[src/design/olia_ram.sv]
// ----------------------------------------------------------------------------
// olia_ram
// generic single-write, single-read memory with registered read data
// ----------------------------------------------------------------------------
`default_nettype none

module olia_ram #(
	parameter int WIDTH = 8,
	parameter int DEPTH = 8
) (
	input  logic                     clk,
	input  logic                     we,
	input  logic [$clog2(DEPTH)-1:0] waddr,
	input  logic [WIDTH-1:0]         wdata,
	input  logic                     re,
	input  logic [$clog2(DEPTH)-1:0] raddr,
	output logic [WIDTH-1:0]         rdata
);

	logic [WIDTH-1:0] mem_q [DEPTH];
	logic [WIDTH-1:0] rdata_q;

	// write port and registered read port
	always_ff @(posedge clk) begin
		if (we) begin
			mem_q[waddr] <= wdata;
		end
		if (re) begin
			rdata_q <= mem_q[raddr];
		end
	end

	assign rdata = rdata_q;

endmodule

`default_nettype wire

[config.mk]
export PLATFORM = sky130hd
export DESIGN_NAME = olia_ram
export DESIGN_NICKNAME = d
export VERILOG_FILES = /design/src/design/olia_ram.sv
export SDC_FILE = /design/constraint.sdc
export NUM_CORES = 1
export LEC_CHECK = 0
export ABC_CLOCK_PERIOD_IN_PS = 3450
export BUFFER_PORTS_ARGS = -buffer_cell sky130_fd_sc_hd__clkbuf_2
export CORE_UTILIZATION = 55
export DETAILED_ROUTE_END_ITERATION = 12
export PLACE_DENSITY_LB_ADDON = 0.25
export SLEW_MARGIN = 20
export SYNTH_ARGS = -nofsm -noshare
export SYNTH_HDL_FRONTEND = slang
export SYNTH_SLANG_ARGS = --single-unit
[constraint.sdc]
create_clock -name clk -period 3.45 [get_ports clk]
set_input_delay 0.69 -clock clk [delete_from_list [all_inputs] [get_ports clk]]
set_output_delay 0.69 -clock clk [all_outputs]
set_load 0.05 [all_outputs]
-- Word-level counts from Yosys, hierarchy flattened
Memories as Yosys holds them, arrays and structs flattened. A register that Yosys moved wholly into a read port is not among the register bits.
Cells that the tools add are included.
- multiplexer cells: 2
- operators with widths (operator ; number):
    $mux W1 ; 2
- register bits after elaboration: 0
- memory bits (writable): 64
- output and inout bits: 8
- word-level logic and storage cells: 3
- memories kept: 1
- memory list (memory ; depth ; width ; read ports ; clocked after Yosys merged registers in ; wr ports ; RTL line ; source):
    mem_q ; 8 ; 8 ; 1 ; 1 ; 1 ; 20 ; logic [WIDTH-1:0] mem_q [DEPTH];

-- Depth between registers and ports, before layout
Gate-level depths: netlist of run 1.
- depth in word-level cells: 2
- depth in mapped cells: 4
- mapped depth without buffers: 2

-- Least setup slack after synthesis of run 1
OpenSTA, ideal clock, no wires.
- path type: input to register
- start: in raddr[0]
- end: reg rdata_q[1] (netlist: rdata[1]), read port of mem_q (data pin)
- setup time: 0.260 ns
- arrival: 1.713 ns
- setup slack: 1.477 ns
- cell stages on the path: 4
- path through: buf_6 -> buf_12 -> mux4_1 -> mux2_2
- RTL lines (element ; RTL line ; source):
    from (decl) ; 16 ; input logic [$clog2(DEPTH)-1:0] raddr,
    to (decl) ; 21 ; logic [WIDTH-1:0] rdata_q;

==> metrics.txt, run 1 <==
status finished clean; Final period util ~56%; setup TNS 0 ns; Setup Buffers After CTS 0; I/O pin total 25; Clock transition at path regs about 0.06 ns; WHS Endpoint mem_q[3][1]; fin. max-slew vios 0; first-pass GRT wire length about 6700 um; Post-Synthesis Cells ~110; Final Hold Viols 0; Die Height ~73 um; Tot Pwr between 1.5 and 2 mW; grt total ovfl 0; Fillers about 330; library cells used by synthesis 13; Final HPWL DP 2750 um; Post-Synth Adder-Cell Area 0%; Post-Syn Area 2770 um^2; Rows 25; Critical R2R Capture rdata[1]; DR iter-0 viols 84; Post-DP Area roughly 2900 um^2; delay-heaviest family, CP multiplexers; Worst Clk Skew just under 0.008 ns; Worst Tran Pin Value about 0.91 ns; multiplexer share of the synthesized area a little under a fifth; HP Start wdata[1]; # port buffers 24; initial antenna violation count 0; Sequential Area 2160 um^2; vias in the first global route 1275; WL/cell between 20 and 25 um; total CTS buffers 9; min Tclk post-route roughly 1.9 ns; Final ANT Viol Nets 0; Seq/Total Area, Yosys between 70% and 80%; Max Cap Viol 0; worst reg2reg path startpoint mem_q[1][1]; CP cell instances clkbuf_2 -> mux4_1 -> mux2_2; GR Util All Layers a little under a fifth; Vias ~1200; RSZ-0062 raised after global routing no; First-pass DRT Iterations 4; pwr dens 530 nW/um^2; Worst slew margin 39.1%; Setup Viol. Count Final 0; Synth top area share between 70% and 80%; Crit path depth 3; WS Path Type in -> reg; Critical-path top delay cell mux4_1; placer congestion estimate roughly 0.68; Post-CTS Resized 0; Synth Area in Simple Gates about 2.1%; final wirelength ~4400 um; R2R depth 2; Core ar. ~4800 um^2; CTS tree done; Hold-fix buffers, CTS 0; Synth Area in Compound Gates 0%; Worst path max stage delay 0.61 ns; Avg Inst Size Synth roughly 24 um^2; fmax between 500 and 600 MHz; LEAKAGE about 1.1 nW; Syn Nets roughly 130; Yosys reg bits slightly above 70; crit path max fanout 16; Multi-input gate area between 500 and 600 um^2; largest family of logic cells by synthesized area multiplexers; clk sinks between 70 and 80; die area approximately 5300 um^2; Synth area leaders edfxtp_1, mux4_1, mux2_2, mux4_2, nor2_1; layout cells sized above 1 between 30% and 40%; vias per std cell between 5 and 6; xor/xnor cell area share of the yosys netlist 0%; Crit. End Element flop; DRC violations left 0; Initial Utilization ~58%; CP arrival around 2.0 ns; CP startpoint kind input pin; NumNets Final 163; flop2flop setup slack 2.05 ns; hold depth 1; CTS Root Cell clkbuf_8; hold crit path type in -> reg; Synth area leader edfxtp_1; Worst VDD drop ~0.31 mV; Clock Tree Buf Depth 2; Layout area overhead 11.5%; H-tree depth 3; synth warn 0; chip width about 73 um; Skew-Pair Late Insertion Delay around 0.33 ns; pin count of the biggest net entering global routing 17; Buf/Inv on CP 1; final core occ approximately 65%; antenna cells 0; CP Data Required Time between 3 and 4 ns; post-route cell area about 3000 um^2
-- placed cells by master, fill, tap and decap left out --
master / instances
nor2_1: 6
mux2_2: 8
clkinv_2: 1
buf_4: 2
mux4_1: 15
edfxtp_1: 72
nand2b_1: 3
nor3_1: 2
clkinv_1: 1
clkbuf_1: 3
nand2_1: 2
clkbuf_8: 9
mux4_2: 1
clkbuf_2: 24
-- flip-flops by register name, indices dropped and copies added (netlist names) --
name / count
rdata: 8
mem_q: 64
-- how the worst max path moves through the flow --
stage | start | to | slack [ns]
6_report | raddr[0] | rdata[1] | 1.53
5_1_grt | raddr[0] | rdata[6] | 1.46
4_1_cts | raddr[0] | rdata[1] | 1.52
3_5_place_dp | raddr[0] | rdata[1] | 1.17
3_3_place_gp | raddr[0] | rdata[1] | 1.21
2_1_floorplan | raddr[0] | rdata[1] | 1.48
-- cells by family (layout without fill, tap and decap cells) --
kind of cell  after synthesis  after routing
simple gates               13             13
mux                        24             24
buf+inv                     5             40
flops                      72             72
-- power by group --
group          total [mW]  switching (mW)  internal (mW)  leakage [nW]
Combinational       0.114          0.0710         0.0431         0.328
Clock               0.519           0.268          0.250        0.0737
Sequential           1.01         0.00709          0.999         0.660
Total                1.64           0.347           1.29          1.06
-- synthesized netlist by cell type (all sizes together) --
| master | n |
|---|---|
| buf | 4 |
| edfxtp | 72 |
| nand2 | 2 |
| clkbuf | 1 |
| nor2 | 6 |
| mux2 | 8 |
| nor3 | 2 |
| nand2b | 3 |
| mux4 | 16 |
-- per-layer routing --
layer	global-route usage (%)	share of wire, %
met4	9.15	1.4
met2	32.5	55
met1	23.4	41
met5	0	0
met3	4.14	2.8
-- stage by stage --
| stage | worst slack (ns) | hold WS [ns] | instances |
|---|---|---|---|
| 4_1_cts | 1.52 | 0.616 | 216 |
| 3_3_place_gp | 1.21 | 0.725 | 202 |
| 2_1_floorplan | 1.48 | 0.716 | 114 |
| 6_report | 1.53 | 0.640 | 216 |
| 3_5_place_dp | 1.17 | 0.731 | 202 |
| 5_1_grt | 1.46 | 0.634 | 216 |
-- cell type report --
| type | count | share of cell area (%) |
|---|---|---|
| sequential | 72 | 70.0 |
| clock inverter | 2 | 0.283 |
| tap | 67 | 2.71 |
| multi-input combinational | 37 | 18.3 |
| clock buffer | 12 | 4.37 |
| timing repair buffer | 26 | 4.37 |
-- worst register-to-register path, cell delays in order (launching register included) --
cell and delay (ns):
edfxtp_1 0.37, mux4_1 0.50, mux2_2 0.28
Note: power is estimated with default switching activity, not from simulation.
==> run 2, diff against run 1 <==
--- a/config.mk
+++ b/config.mk
@@ -5,9 +5,10 @@
 export SDC_FILE = /design/constraint.sdc
 export NUM_CORES = 1
 export LEC_CHECK = 0
-export ABC_CLOCK_PERIOD_IN_PS = 3450
+export ABC_AREA = 1
+export ABC_CLOCK_PERIOD_IN_PS = 1650
 export BUFFER_PORTS_ARGS = -buffer_cell sky130_fd_sc_hd__clkbuf_2
-export CORE_UTILIZATION = 55
+export CORE_UTILIZATION = 53
 export DETAILED_ROUTE_END_ITERATION = 12
 export PLACE_DENSITY_LB_ADDON = 0.25
 export SLEW_MARGIN = 20
==> constraint.sdc (replaced) <==
create_clock -name clk -period 1.65 [get_ports clk]
set_input_delay 0.33 -clock clk [delete_from_list [all_inputs] [get_ports clk]]
set_output_delay 0.33 -clock clk [all_outputs]
set_load 0.05 [all_outputs]
==> run 2 against run 1 <==
Compared with the run above:
- synthesized area increased by 13%
- power rose by 130%
- sequential cell count is the same
- combinational power grew to 2.7 times the previous value
- critical path type is now reg -> out
- critical endpoint is now rdata[3]
==> metrics.txt, run 2 <==
status finished clean (unchanged); Final period util between 80% and 90%; setup ws final 0.327 ns (was 1.53 ns); chip width 78.9 um (was 73.0 um); Core ar. 5610 um^2 (was 4790 um^2); RSZ-0062 raised after global routing no (unchanged); Setup Buffers After CTS 0 (unchanged); Finished Layout Cells 418 (was 216); Worst path max stage delay 0.40 ns (was 0.61 ns); Die Height 78.9 um (was 73.0 um); Synth area leaders edfxtp_1, nand2_1, inv_1, nand3_1, buf_6 (was edfxtp_1, mux4_1, mux2_2, mux4_2, nor2_1); Hold Slack 0.262 ns (was 0.640 ns); most common cell in the synthesized netlist nand2_1 (was edfxtp_1); Final HPWL DP 3600 um (was 2750 um); Vias 1948 (was 1206); Seq/Total Area, Yosys 69.1% (was 78.0%); first-pass GRT wire length 8470 um (was 6700 um); Initial Utilization 55.8% (was 57.9%); delay-heaviest family, CP flip-flops (was multiplexers); First-pass DRT Iterations 4 (unchanged); Synth area leader edfxtp_1 (unchanged); placer congestion estimate 0.759 (was 0.676); Max Cap Viol 0 (unchanged); fin. max-slew vios 0 (unchanged); vias per std cell 4.66 (was 5.58); Worst Clk Skew 0.00646 ns (was 0.00789 ns); WL/cell 13.0 um (was 20.3 um); Commonest cells post-synth nand2_1, edfxtp_1, inv_1 (was edfxtp_1, mux4_1, mux2_2); I/O pin total 25 (unchanged); DR iter-0 viols 89 (was 84); CP arrival 0.99 ns (was 2.00 ns); max FFs per register 64 (unchanged); Multi-input gate area 603 um^2 (was 566 um^2); fmax approximately 760 MHz; highest-count cells in the layout ignoring fill and taps nand2_1, edfxtp_1, inv_1 (was edfxtp_1, clkbuf_2, mux4_1); CP Data Required Time 1.32 ns (was 3.53 ns); Worst slew margin 79.6% (was 39.1%); CP cell instances clkbuf_2 (was clkbuf_2 -> mux4_1 -> mux2_2); Yosys reg bits 72 (unchanged); Layout area overhead 12.9% (was 11.5%); Skew-Pair Late Insertion Delay 0.35 ns (was 0.33 ns); synth warn 0 (unchanged); CP startpoint kind flop (was input pin); Avg Inst Size Synth 10.3 um^2 (was 24.3 um^2); crit path max fanout 1 (was 16); Post-CTS Resized 0 (unchanged); post-route cell area 3530 um^2 (was 3090 um^2); Rows 27 (was 25); die area 6220 um^2 (was 5330 um^2); min Tclk post-route around 1.3 ns; library cells used by synthesis 10 (was 13); NumNets Final 358 (was 163); Post-Syn Area 3130 um^2 (was 2770 um^2); Clock Tree Buf Depth 2 (unchanged); final wirelength 5450 um (was 4380 um); Sequential Area 2160 um^2 (unchanged); setup TNS 0 ns (unchanged); EDFF count, synth 72 (unchanged); most common cell after layout, fill and taps aside nand2_1 (was edfxtp_1); pin count of the biggest net entering global routing 33 (was 17); Syn Nets 320 (was 131); WS Path Type reg -> out (was in -> reg); Post-Synthesis Cells 303 (was 114); CTS tree done (unchanged); Post-DP Area 3350 um^2 (was 2950 um^2); total CTS buffers 9 (unchanged); initial antenna violation count 0 (unchanged); vias in the first global route 1758 (was 1275); # port buffers 24 (unchanged); Place WS 0.327 ns (was 1.17 ns); Final Hold Viols 0 (unchanged); pwr dens 1050 nW/um^2 (was 530 nW/um^2); antenna cells 0 (unchanged); Worst VDD drop 0.735 mV (was 0.312 mV); layout cells sized above 1 15.9% (was 30.2%); DRC violations left 0 (unchanged); Largest Register mem_q (unchanged); Critical-path top delay cell edfxtp_1 (was mux4_1); LEAKAGE 1.66 nW (was 1.06 nW); Hold-fix buffers, CTS 0 (unchanged); Setup Viol. Count Final 0 (unchanged); Crit. End Element output pin (was flop); Clock transition at path regs 0.07 ns (was 0.06 ns); H-tree depth 3 (unchanged); GR Util All Layers 19.5% (was 19.1%); Worst Tran Pin Value 0.306 ns (was 0.910 ns); grt total ovfl 0 (unchanged); Synth top area share 69.1% (was 78.0%); Final ANT Viol Nets 0 (unchanged); DP Cell Count 402 (was 202); hold crit path type in -> reg (unchanged); CTS Root Cell clkbuf_8 (unchanged); Buf/Inv on CP 1 (unchanged); Fillers 464 (was 329); ys flop type edfxtp_1 (unchanged); clk sinks 72 (unchanged); post-synthesis async set-or-reset flop share 0% (unchanged)
==> run 2: cell types whose count changed in the layout (fill, tap and decap cells not counted), sizes merged, moves of 2 or more <==
cell,change
nand2,+108
inv,+70
nand3,+32
mux4,-16
buf,+12
mux2,-8
nand2b,-3
clkbuf,-2
clkinvlp,+2
nor2,+2
nor3,-2
==> run 2: final cells by class <==
cell class | instances | share of cell area, %
sequential | 72 | 61.2
multi-input combinational | 150 | 17.1
timing repair buffer | 38 | 6.37
inverter | 70 | 7.51
clock inverter | 6 | 1.70
tap | 72 | 2.55
clock buffer | 10 | 3.61
==> run 2: logic make-up (layout without fill, tap and decap cells) <==
kind of cell | count (synthesis) | after routing | synth area share [%]
buf+inv | 81 | 124 | 11.7
flops | 72 | 72 | 69.1
simple gates | 150 | 150 | 19.3
==> run 2: metal layers <==
layer	share of wire, %	track usage, %	vias up	routed length, um
met5	0	0	-	0
met4	1.9	10.0	0	106
met3	7.2	5.29	9	390
met2	49	31.6	48	2640
met1	42	24.1	876	2310
li1	-	-	1015	-
==> run 2: power by group <==
group | total, mW | internal [mW] | switching [mW]
Combinational | 0.306 | 0.0883 | 0.217
Clock | 1.31 | 0.689 | 0.621
Sequential | 2.10 | 2.09 | 0.0161
Total | 3.72 | 2.86 | 0.854
==> run 2: final timing paths <==
| kind | to | slack [ns] | startpoint | cells after the start |
|---|---|---|---|---|
| min | mem_q[5][5] | 0.26 | wdata[5] | 1 |
| min reg2reg | rdata[0] | 0.70 | mem_q[2][0] | 6 |
| max reg2reg | rdata[3] | 0.65 | mem_q[1][3] | 6 |
| max | rdata[3] | 0.33 | rdata[3] | 1 |
==> run 2: stage by stage <==
stage               total power [mW]  utilization (%)
finish                          3.72             63.0
global route                    3.85             63.0
detailed placement              2.45             59.7
floorplan                       2.36                -
global placement                2.44             59.7
CTS                             3.75             63.0
